## src/rtl/core/wnpip_pkg.sv

```systemverilog
// Shared constants, types and command/status structs for the winding-number block.
package wnpip_pkg;

    // Storage and field sizes.
    localparam int MAX_VERTICES = 16;
    localparam int COORD_WIDTH  = 16;
    localparam int IDX_WIDTH    = 4;
    localparam int CNT_WIDTH    = 5;
    localparam int CNT_RESET    = 16;
    localparam int WIND_WIDTH   = 6;

    // Derived widths.
    localparam int ADDR_WIDTH = $clog2(MAX_VERTICES);
    localparam int NV_WIDTH   = $clog2(MAX_VERTICES + 1);
    localparam int DIFF_WIDTH = COORD_WIDTH + 1;
    localparam int PROD_WIDTH = 2 * DIFF_WIDTH;

    // Request codes carried by the req_type field.
    typedef enum logic {
        REQ_LOAD  = 1'b0,
        REQ_QUERY = 1'b1
    } t_req;

    // Controller states.
    typedef enum logic [2:0] {
        ST_IDLE,
        ST_READ,
        ST_CLOSE,
        ST_WAIT,
        ST_OUT
    } t_state;

    // Commands from the controller to the datapath.
    typedef struct packed {
        logic                  start;
        logic                  wr_en;
        logic                  rd_en;
        logic                  rd_first;
        logic [ADDR_WIDTH-1:0] rd_addr;
        logic                  close;
        logic                  load_out;
    } t_dp_cmd;

    // Status from the datapath to the controller.
    typedef struct packed {
        logic acc_done;
        logic out_full;
    } t_dp_sts;

endpackage

```

## src/rtl/core/wnpip_ram.sv

```systemverilog
// Generic single-write, single-read RAM with a registered read port.
module wnpip_ram #(
    parameter int WIDTH = 16,
    parameter int DEPTH = 16
) (
    input  logic                     i_clk,
    input  logic                     i_we,
    input  logic [$clog2(DEPTH)-1:0] i_waddr,
    input  logic [WIDTH-1:0]         i_wdata,
    input  logic                     i_re,
    input  logic [$clog2(DEPTH)-1:0] i_raddr,
    output logic [WIDTH-1:0]         o_rdata
);

    logic [WIDTH-1:0] r_mem [DEPTH];
    logic [WIDTH-1:0] r_rdata;

    // Write port.
    always_ff @(posedge i_clk) begin
        if (i_we) begin
            r_mem[i_waddr] <= i_wdata;
        end
    end

    // Registered read port.
    always_ff @(posedge i_clk) begin
        if (i_re) begin
            r_rdata <= r_mem[i_raddr];
        end
    end

    assign o_rdata = r_rdata;

endmodule

```

## src/rtl/core/wnpip_ctrl.sv

```systemverilog
// Controller: input handshake, vertex count register and the per-query edge sequencer.
module wnpip_ctrl (
    input  logic                               i_clk,
    input  logic                               i_rst_n,
    input  logic                               i_in_valid,
    output logic                               o_in_ready,
    input  logic                               i_req_type,
    input  logic [wnpip_pkg::IDX_WIDTH-1:0]    i_vertex_index,
    input  logic                               i_cfg_wen,
    input  logic [wnpip_pkg::CNT_WIDTH-1:0]    i_cfg_wdata,
    input  logic                               i_out_ready,
    input  wnpip_pkg::t_dp_sts                 i_sts,
    output wnpip_pkg::t_dp_cmd                 o_cmd
);

    import wnpip_pkg::*;

    t_state                r_state;
    t_state                n_state;
    logic [CNT_WIDTH-1:0]  r_count;
    logic [ADDR_WIDTH-1:0] r_idx;
    logic [ADDR_WIDTH-1:0] n_idx;
    logic [NV_WIDTH-1:0]   w_nv;
    logic                  w_last;

    // Vertex count in use, saturated to the size of the store.
    assign w_nv   = (int'(r_count) > MAX_VERTICES) ? NV_WIDTH'(MAX_VERTICES)
                                                   : NV_WIDTH'(r_count);
    assign w_last = (int'(r_idx) + 1) >= int'(w_nv);

    // State, edge counter and configuration register.
    always_ff @(posedge i_clk) begin
        if (!i_rst_n) begin
            r_state <= ST_IDLE;
            r_idx   <= '0;
            r_count <= CNT_WIDTH'(CNT_RESET);
        end else begin
            r_state <= n_state;
            r_idx   <= n_idx;
            if (i_cfg_wen) begin
                r_count <= i_cfg_wdata;
            end
        end
    end

    // Next state and datapath commands.
    always_comb begin
        n_state    = r_state;
        n_idx      = r_idx;
        o_cmd      = '0;
        o_in_ready = 1'b0;
        case (r_state)
            ST_IDLE: begin
                o_in_ready = 1'b1;
                if (i_in_valid) begin
                    if (i_req_type == REQ_QUERY) begin
                        o_cmd.start = 1'b1;
                        n_idx       = '0;
                        n_state     = (w_nv == '0) ? ST_OUT : ST_READ;
                    end else begin
                        o_cmd.wr_en = int'(i_vertex_index) < MAX_VERTICES;
                    end
                end
            end
            ST_READ: begin
                o_cmd.rd_en    = 1'b1;
                o_cmd.rd_addr  = r_idx;
                o_cmd.rd_first = (r_idx == '0);
                if (w_last) begin
                    n_state = ST_CLOSE;
                end else begin
                    n_idx = r_idx + ADDR_WIDTH'(1);
                end
            end
            ST_CLOSE: begin
                // Wrap-around edge from the last vertex back to the first.
                o_cmd.close = 1'b1;
                n_state     = ST_WAIT;
            end
            ST_WAIT: begin
                if (i_sts.acc_done) begin
                    n_state = ST_OUT;
                end
            end
            ST_OUT: begin
                if (!i_sts.out_full || i_out_ready) begin
                    o_cmd.load_out = 1'b1;
                    n_state        = ST_IDLE;
                end
            end
            default: begin
                n_state = ST_IDLE;
            end
        endcase
    end

    // A finished result never overwrites one that is still waiting.
    a_no_overwrite: assert property (@(posedge i_clk) disable iff (!i_rst_n)
        o_cmd.load_out |-> (!i_sts.out_full || i_out_ready))
        else $error("result loaded over an untaken word");

    // The accumulator reports completion only while the sequencer waits for it.
    a_done_in_wait: assert property (@(posedge i_clk) disable iff (!i_rst_n)
        i_sts.acc_done |-> (r_state == ST_WAIT))
        else $error("accumulator done outside the wait state");

endmodule

```

## src/rtl/core/wnpip_dp.sv

```systemverilog
// Datapath: vertex memories, edge setup, exact cross products and winding accumulator.
module wnpip_dp (
    input  logic                                  i_clk,
    input  logic                                  i_rst_n,
    input  wnpip_pkg::t_dp_cmd                    i_cmd,
    output wnpip_pkg::t_dp_sts                    o_sts,
    input  logic [wnpip_pkg::IDX_WIDTH-1:0]       i_vertex_index,
    input  logic signed [wnpip_pkg::COORD_WIDTH-1:0] i_coord_x,
    input  logic signed [wnpip_pkg::COORD_WIDTH-1:0] i_coord_y,
    output logic                                  o_out_valid,
    input  logic                                  i_out_ready,
    output logic signed [wnpip_pkg::WIND_WIDTH-1:0] o_winding
);

    import wnpip_pkg::*;

    localparam int CW = COORD_WIDTH;

    logic [CW-1:0]         w_rdx;
    logic [CW-1:0]         w_rdy;
    logic signed [CW-1:0]  w_cur_x;
    logic signed [CW-1:0]  w_cur_y;

    // Query point and saved vertices.
    logic signed [CW-1:0]  r_px;
    logic signed [CW-1:0]  r_py;
    logic signed [CW-1:0]  r_first_x;
    logic signed [CW-1:0]  r_first_y;
    logic signed [CW-1:0]  r_prev_x;
    logic signed [CW-1:0]  r_prev_y;

    // Memory-read tags, aligned with the read data.
    logic                  r_rd_vld_d;
    logic                  r_rd_first_d;
    logic                  r_close_d;

    // Edge endpoints.
    logic                  w_edge_vld;
    logic signed [CW-1:0]  w_ax;
    logic signed [CW-1:0]  w_ay;
    logic signed [CW-1:0]  w_bx;
    logic signed [CW-1:0]  w_by;

    // Difference stage.
    logic                  r_e1_vld;
    logic                  r_e1_close;
    logic                  r_e1_up;
    logic                  r_e1_down;
    logic signed [DIFF_WIDTH-1:0] r_dbx;
    logic signed [DIFF_WIDTH-1:0] r_dpy;
    logic signed [DIFF_WIDTH-1:0] r_dpx;
    logic signed [DIFF_WIDTH-1:0] r_dby;

    // Product stage.
    logic                  r_e2_vld;
    logic                  r_e2_close;
    logic                  r_e2_up;
    logic                  r_e2_down;
    logic signed [PROD_WIDTH-1:0] r_p1;
    logic signed [PROD_WIDTH-1:0] r_p2;

    // Accumulator and output word.
    logic                  r_e3_close;
    logic [WIND_WIDTH-1:0] r_acc;
    logic [WIND_WIDTH-1:0] r_out;
    logic                  r_out_vld;

    // Vertex stores: one write per load, one read per edge step.
    wnpip_ram #(
        .WIDTH (CW),
        .DEPTH (MAX_VERTICES)
    ) u_ram_x (
        .i_clk   (i_clk),
        .i_we    (i_cmd.wr_en),
        .i_waddr (ADDR_WIDTH'(i_vertex_index)),
        .i_wdata (i_coord_x),
        .i_re    (i_cmd.rd_en),
        .i_raddr (i_cmd.rd_addr),
        .o_rdata (w_rdx)
    );

    wnpip_ram #(
        .WIDTH (CW),
        .DEPTH (MAX_VERTICES)
    ) u_ram_y (
        .i_clk   (i_clk),
        .i_we    (i_cmd.wr_en),
        .i_waddr (ADDR_WIDTH'(i_vertex_index)),
        .i_wdata (i_coord_y),
        .i_re    (i_cmd.rd_en),
        .i_raddr (i_cmd.rd_addr),
        .o_rdata (w_rdy)
    );

    assign w_cur_x = w_rdx;
    assign w_cur_y = w_rdy;

    // Control tags of the edge pipeline.
    always_ff @(posedge i_clk) begin
        if (!i_rst_n) begin
            r_rd_vld_d <= 1'b0;
            r_close_d  <= 1'b0;
            r_e1_vld   <= 1'b0;
            r_e1_close <= 1'b0;
            r_e2_vld   <= 1'b0;
            r_e2_close <= 1'b0;
            r_e3_close <= 1'b0;
        end else begin
            r_rd_vld_d <= i_cmd.rd_en;
            r_close_d  <= i_cmd.close;
            r_e1_vld   <= w_edge_vld;
            r_e1_close <= r_close_d;
            r_e2_vld   <= r_e1_vld;
            r_e2_close <= r_e1_close;
            r_e3_close <= r_e2_close;
        end
    end

    // The first vertex read opens the polygon; each later one closes an edge.
    assign w_edge_vld = (r_rd_vld_d && !r_rd_first_d) || r_close_d;
    assign w_ax       = r_prev_x;
    assign w_ay       = r_prev_y;
    assign w_bx       = r_close_d ? r_first_x : w_cur_x;
    assign w_by       = r_close_d ? r_first_y : w_cur_y;

    // Point capture and the previous and first vertex.
    always_ff @(posedge i_clk) begin
        r_rd_first_d <= i_cmd.rd_first;
        if (i_cmd.start) begin
            r_px <= i_coord_x;
            r_py <= i_coord_y;
        end
        if (r_rd_vld_d) begin
            r_prev_x <= w_cur_x;
            r_prev_y <= w_cur_y;
            if (r_rd_first_d) begin
                r_first_x <= w_cur_x;
                r_first_y <= w_cur_y;
            end
        end
    end

    // Edge differences and crossing direction.
    always_ff @(posedge i_clk) begin
        r_dbx     <= {w_bx[CW-1], w_bx} - {w_ax[CW-1], w_ax};
        r_dpy     <= {r_py[CW-1], r_py} - {w_ay[CW-1], w_ay};
        r_dpx     <= {r_px[CW-1], r_px} - {w_ax[CW-1], w_ax};
        r_dby     <= {w_by[CW-1], w_by} - {w_ay[CW-1], w_ay};
        r_e1_up   <= (w_ay <= r_py) && (w_by > r_py);
        r_e1_down <= (w_ay > r_py) && (w_by <= r_py);
    end

    // Exact cross-product terms, one multiplier per term.
    always_ff @(posedge i_clk) begin
        r_p1      <= r_dbx * r_dpy;
        r_p2      <= r_dpx * r_dby;
        r_e2_up   <= r_e1_up;
        r_e2_down <= r_e1_down;
    end

    // Winding accumulator: the sign of p1 - p2 tells which side the point is on.
    always_ff @(posedge i_clk) begin
        if (i_cmd.start) begin
            r_acc <= '0;
        end else if (r_e2_vld) begin
            if (r_e2_up && (r_p1 > r_p2)) begin
                r_acc <= r_acc + WIND_WIDTH'(1);
            end else if (r_e2_down && (r_p1 < r_p2)) begin
                r_acc <= r_acc - WIND_WIDTH'(1);
            end
        end
    end

    // Output word register.
    always_ff @(posedge i_clk) begin
        if (!i_rst_n) begin
            r_out_vld <= 1'b0;
        end else if (i_cmd.load_out) begin
            r_out_vld <= 1'b1;
        end else if (i_out_ready) begin
            r_out_vld <= 1'b0;
        end
    end

    always_ff @(posedge i_clk) begin
        if (i_cmd.load_out) begin
            r_out <= r_acc;
        end
    end

    assign o_out_valid    = r_out_vld;
    assign o_winding      = r_out;
    assign o_sts.acc_done = r_e3_close;
    assign o_sts.out_full = r_out_vld;

    // The closing edge never shares a cycle with a vertex read.
    a_close_alone: assert property (@(posedge i_clk) disable iff (!i_rst_n)
        r_close_d |-> !r_rd_vld_d)
        else $error("closing edge collides with a vertex read");

    // When completion is reported no edge is still in flight.
    a_drained: assert property (@(posedge i_clk) disable iff (!i_rst_n)
        r_e3_close |-> (!r_e1_vld && !r_e2_vld))
        else $error("edge still in flight at completion");

    // A new output word appears only on a load command.
    a_out_load: assert property (@(posedge i_clk) disable iff (!i_rst_n)
        $rose(r_out_vld) |-> $past(i_cmd.load_out))
        else $error("output word appeared without a load");

endmodule

```

## src/rtl/core/winding_number_point_in_polygon.sv

```systemverilog
// Top level of the winding-number point-in-polygon block.
//
// Input channel (i_in_valid / o_in_ready) carries one word: a load writes vertex
// i_vertex_index of the stored polygon, a query gives the point (i_coord_x,
// i_coord_y). Coordinates are signed Q2.14. A load gives no result. A query
// gives one word on the output channel (o_out_valid / i_out_ready): the signed
// winding number, zero when the point is outside.
// i_cfg_wen writes the vertex count (0 to 31, used as 16 above 16) from
// i_cfg_wdata; write it only while the block is idle.
// A query visits one edge per cycle, reading one vertex a cycle from the vertex
// memory. Its steps are n reads, where n is the vertex count in use, the closing
// edge, a wait on the edge pipeline and the output load; a count of zero goes
// straight to the output load.
// The next word is accepted in the cycle the result appears, and loads are
// accepted one per cycle. If the receiver stalls, the output register holds the
// result and the next query runs until its own result is ready, then waits for
// the register.
// Reset clears the control state and sets the vertex count to 16; vertex
// contents are undefined until loaded.
module winding_number_point_in_polygon (
    input  logic                                     i_clk,
    input  logic                                     i_rst_n,
    input  logic                                     i_in_valid,
    output logic                                     o_in_ready,
    input  logic                                     i_req_type,
    input  logic [wnpip_pkg::IDX_WIDTH-1:0]          i_vertex_index,
    input  logic signed [wnpip_pkg::COORD_WIDTH-1:0] i_coord_x,
    input  logic signed [wnpip_pkg::COORD_WIDTH-1:0] i_coord_y,
    output logic                                     o_out_valid,
    input  logic                                     i_out_ready,
    output logic signed [wnpip_pkg::WIND_WIDTH-1:0]  o_winding,
    input  logic                                     i_cfg_wen,
    input  logic [wnpip_pkg::CNT_WIDTH-1:0]          i_cfg_wdata
);

    import wnpip_pkg::*;

    t_dp_cmd w_cmd;
    t_dp_sts w_sts;

    // Sequencer.
    wnpip_ctrl u_ctrl (
        .i_clk          (i_clk),
        .i_rst_n        (i_rst_n),
        .i_in_valid     (i_in_valid),
        .o_in_ready     (o_in_ready),
        .i_req_type     (i_req_type),
        .i_vertex_index (i_vertex_index),
        .i_cfg_wen      (i_cfg_wen),
        .i_cfg_wdata    (i_cfg_wdata),
        .i_out_ready    (i_out_ready),
        .i_sts          (w_sts),
        .o_cmd          (w_cmd)
    );

    // Vertex storage and edge arithmetic.
    wnpip_dp u_dp (
        .i_clk          (i_clk),
        .i_rst_n        (i_rst_n),
        .i_cmd          (w_cmd),
        .o_sts          (w_sts),
        .i_vertex_index (i_vertex_index),
        .i_coord_x      (i_coord_x),
        .i_coord_y      (i_coord_y),
        .o_out_valid    (o_out_valid),
        .i_out_ready    (i_out_ready),
        .o_winding      (o_winding)
    );

endmodule
```

## config.mk

```make
export PLATFORM = sky130hd
export DESIGN_NAME = winding_number_point_in_polygon
export DESIGN_NICKNAME = d
export VERILOG_FILES = /design/src/rtl/core/wnpip_pkg.sv /design/src/rtl/core/wnpip_ram.sv /design/src/rtl/core/wnpip_ctrl.sv /design/src/rtl/core/wnpip_dp.sv /design/src/rtl/core/winding_number_point_in_polygon.sv
export SDC_FILE = /design/constraint.sdc
export NUM_CORES = 2
export LEC_CHECK = 0
export ABC_AREA = 1
export BUFFER_PORTS_ARGS = -buffer_cell sky130_fd_sc_hd__buf_4
export CAP_MARGIN = 25
export CORE_AREA = 2 2 299 420
export DETAILED_ROUTE_END_ITERATION = 6
export DIE_AREA = 0 0 301 422
export PLACE_DENSITY = 0.6
export SLEW_MARGIN = 15
export SYNTH_ARGS = -nofsm -noshare
export SYNTH_HDL_FRONTEND = slang
export SYNTH_SLANG_ARGS = --single-unit
```

## constraint.sdc

```tcl
create_clock -name i_clk -period 5.3 [get_ports i_clk]
set_clock_uncertainty 0.05 [all_clocks]
set_input_delay 0.53 -clock i_clk [delete_from_list [all_inputs] [get_ports i_clk]]
set_output_delay 0.53 -clock i_clk [all_outputs]
set_load 0.005 [all_outputs]
```

==> out/qor.yml <==
outcome: "finished, violations left"
violations: "setup timing"
grt_max_degree: 156
yosys.area_share.simple: 0.121
clockBufferDepth: 3
cts_tree: "done"
syn_area_per_cell_um2: 10.1
cts_inserted_buffers: 82
die_x_um: 301
antenna_found_initial: 4
vias: 38576
muxShareOfSynthArea: 0.000363
dpl-instance-area_mm2: 0.0604
ant_nets: 0
cp_slowest_stage_delay_ns: 0.58
yosys_warnings: 0
worstMarginPinSlew_ns: 1.09
worst_setup_path_end_kind: "flop"
htreeDepth: 3
timing.rr.start: "u_dp.r_dbx[2]"
drt_iter0_markers: 2279
syn_inst: 5486
synth_seq_area_share: 0.412
setup_viol: 24
cap_violations: 0
hold_buffers: 0
fin_crit_ns: 5.46
core_mm2: 0.123
clk_pin_slew_ns: 0.06
dp.cells: 7320
post-place-ws_ns: -0.493
startpoint_type: "flop"
fin_ws_ns: -0.159
dp.final_hpwl_um: 106000
holdCritPathClass: "primary input to flop"
ys_async_sr_fraction: 0
drt_wl_total_um: 147000
critPathKind: "flop to flop"
die_area_mm2: 0.127
max-slew-margin-rel: 0.268
pin_count: 55
cp_slowest_cell: "fa_1"
numPortBuffers: 54
die_y_um: 422
insertion_delay_ns: 0.67
first_pass_iters: 6
ys_seq_elements: 813
syn-cell-area_mm2: 0.0552
finalNetCount: 6798
fin_area_mm2: 0.0660
start_util: 0.447
globalplace.congestion: 0.877
cp-startpoint: "u_dp.r_dbx[2]"
cp.required_ns: 5.79
synth_compound_area_frac: 0.0687
grt_overflow_total: 0
crit_chain: "buf_12, or2_2, fa_2, fa_1, fa_1, fa_1, fa_1, fa_1, inv_2, ha_4, nand2_2, nor2_4, nor3b_4, nand4_1, nand3_2, a21o_1, a21oi_2, o211ai_1, nand2_1"
rows: 153
min_from: "i_cfg_wdata[3]"
cpMostUsedCell: "fa_1"
synthFlopType: "edfxtp_1"
synth_xor_area_frac: 0.0219
rsz0062_at_grt: "true"
grt_pass1_wl_um: 227000
netlist-cell-type-count: 56
layout-drive-gt1-share: 0.191
syn2layout_area_growth_pct: 19.6
drc: 0
grt_pass1_vias: 40589
worstPathMaxFanout: 13
finalNonFillerCells: 7561
cts_sinks: 813
via_per_inst: 5.10
max_freq_mhz: 183
worstPathArrival_ns: 5.95
synthAdderAreaFrac: 0.284
track_usage: 0.233
synth_top_family_by_area: "adder cells"
cts_root_buf: "clkbuf_16"
maxSlewViolCount: 0
synth_edf_count: 646
synth_nets: 6426
hold_viol: 0
avgRoutedWirePerCell_um: 19.4
period_share: 1.03
## layout make-up
class,count,area (um^2)
fillers,10804,57500
multi-input cells,3340,29300
flip-flops and latches,813,22900
repair buffers,536,5010
inverters,1085,4080
clock buffers,92,2110
well taps,1627,2040
clock inverters,60,613
diodes,8,20.0
## stage by stage
step	hold WS [ns]	util	setup TNS [ns]
3_3_place_gp	0.265	0.489	-8.20
2_1_floorplan	0.260	-	-0.0372
6_report	0.0367	0.535	-1.29
3_5_place_dp	0.266	0.489	-8.40
4_1_cts	0.000365	0.524	-0.846
5_1_grt	0.0374	0.535	-6.04
## final timing paths
check	slack, ns	end	cells past startpoint
max reg2reg	-0.16	u_dp.r_p1[30]	19
min	0.04	u_ctrl.r_count[3]	3
min reg2reg	0.27	u_dp.r_e2_down	0
max	-0.16	u_dp.r_p1[30]	19
## what timing repair did
item / 4_1_cts / 5_1_grt
gates cloned: 2 / 4
endpoints found under the setup margin: 37 / 37
setup buffers: 41 / 41
gates resized for setup: 293 / 296
pin swaps: 148 / 232
## flip-flops by register name, summed over array words and instances, names as in the netlist, 17 cells and up
signal and count:
u_dp.r_dpy 17, u_dp.r_dpx 17, u_dp.r_dbx 17, u_dp.r_p1 34
u_dp.u_ram_y.r_mem 256, u_dp.r_dby 17, u_dp.r_p2 34, u_dp.u_ram_x.r_mem 256
## logic make-up (layout without fill, tap and decap cells)
kind of cell / Yosys count / in the layout
xor gates and xnor gates: 138 / 138
AOI/OAI and AO/OA: 606 / 606
buffers and inverters: 1333 / 1773
adders and majority gates: 893 / 893
muxes: 2 / 2
DFF: 813 / 813
and+or+nand+nor: 1701 / 1701
other: 0 / 8
## critical path: cells and delay by family (launching register included)
family                   cells  cell delay (ns)
AND/OR/NAND/NOR              7             0.97
buffers and inverters        2             0.21
flip-flops                   1             0.33
AO/OA/AOI/OAI                3             0.41
adder cells (fa/ha/maj)      7             3.33
## Yosys cell counts (all sizes together), types with 27 or more instances
| cell | number | area share |
|---|---|---|
| edfxtp | 646 | 0.35 |
| o311ai | 101 | 0.016 |
| clkbuf | 201 | 0.014 |
| nor2 | 641 | 0.044 |
| o32ai | 27 | 0.0043 |
| fa | 597 | 0.22 |
| dfxtp | 167 | 0.061 |
| nand3 | 82 | 0.0075 |
| a21oi | 160 | 0.015 |
| o211ai | 32 | 0.0044 |
| o21ai | 214 | 0.019 |
| xnor2 | 55 | 0.0087 |
| xor2 | 83 | 0.013 |
| ha | 296 | 0.067 |
| buf | 47 | 0.0045 |
| nand2 | 923 | 0.063 |
| inv | 1084 | 0.074 |
## routing by layer
metal / global-route usage / part of all wire
met1: 0.262 / 0.37
met2: 0.441 / 0.55
met3: 0.0246 / 0.040
met4: 0.0970 / 0.047
met5: 0 / 0
## cell usage in the layout (no fill, tap or decap), types with 33 or more instances in the layout
master,count
nand2_1,847
nor2_1,592
o21ai_0,159
nor2_4,33
a21oi_1,106
buf_6,39
buf_4,430
nand3_1,79
o21ai_1,35
nand2_2,51
clkbuf_16,87
edfxtp_1,646
fa_2,41
inv_2,84
a21oi_2,39
ha_4,46
inv_1,998
o311ai_0,86
buf_12,55
dfxtp_1,115
xor2_1,78
xnor2_1,50
ha_1,248
fa_1,556
Power is not shown: default switching activity piles up to over one toggle a cycle in this logic, so the estimate is an artifact.
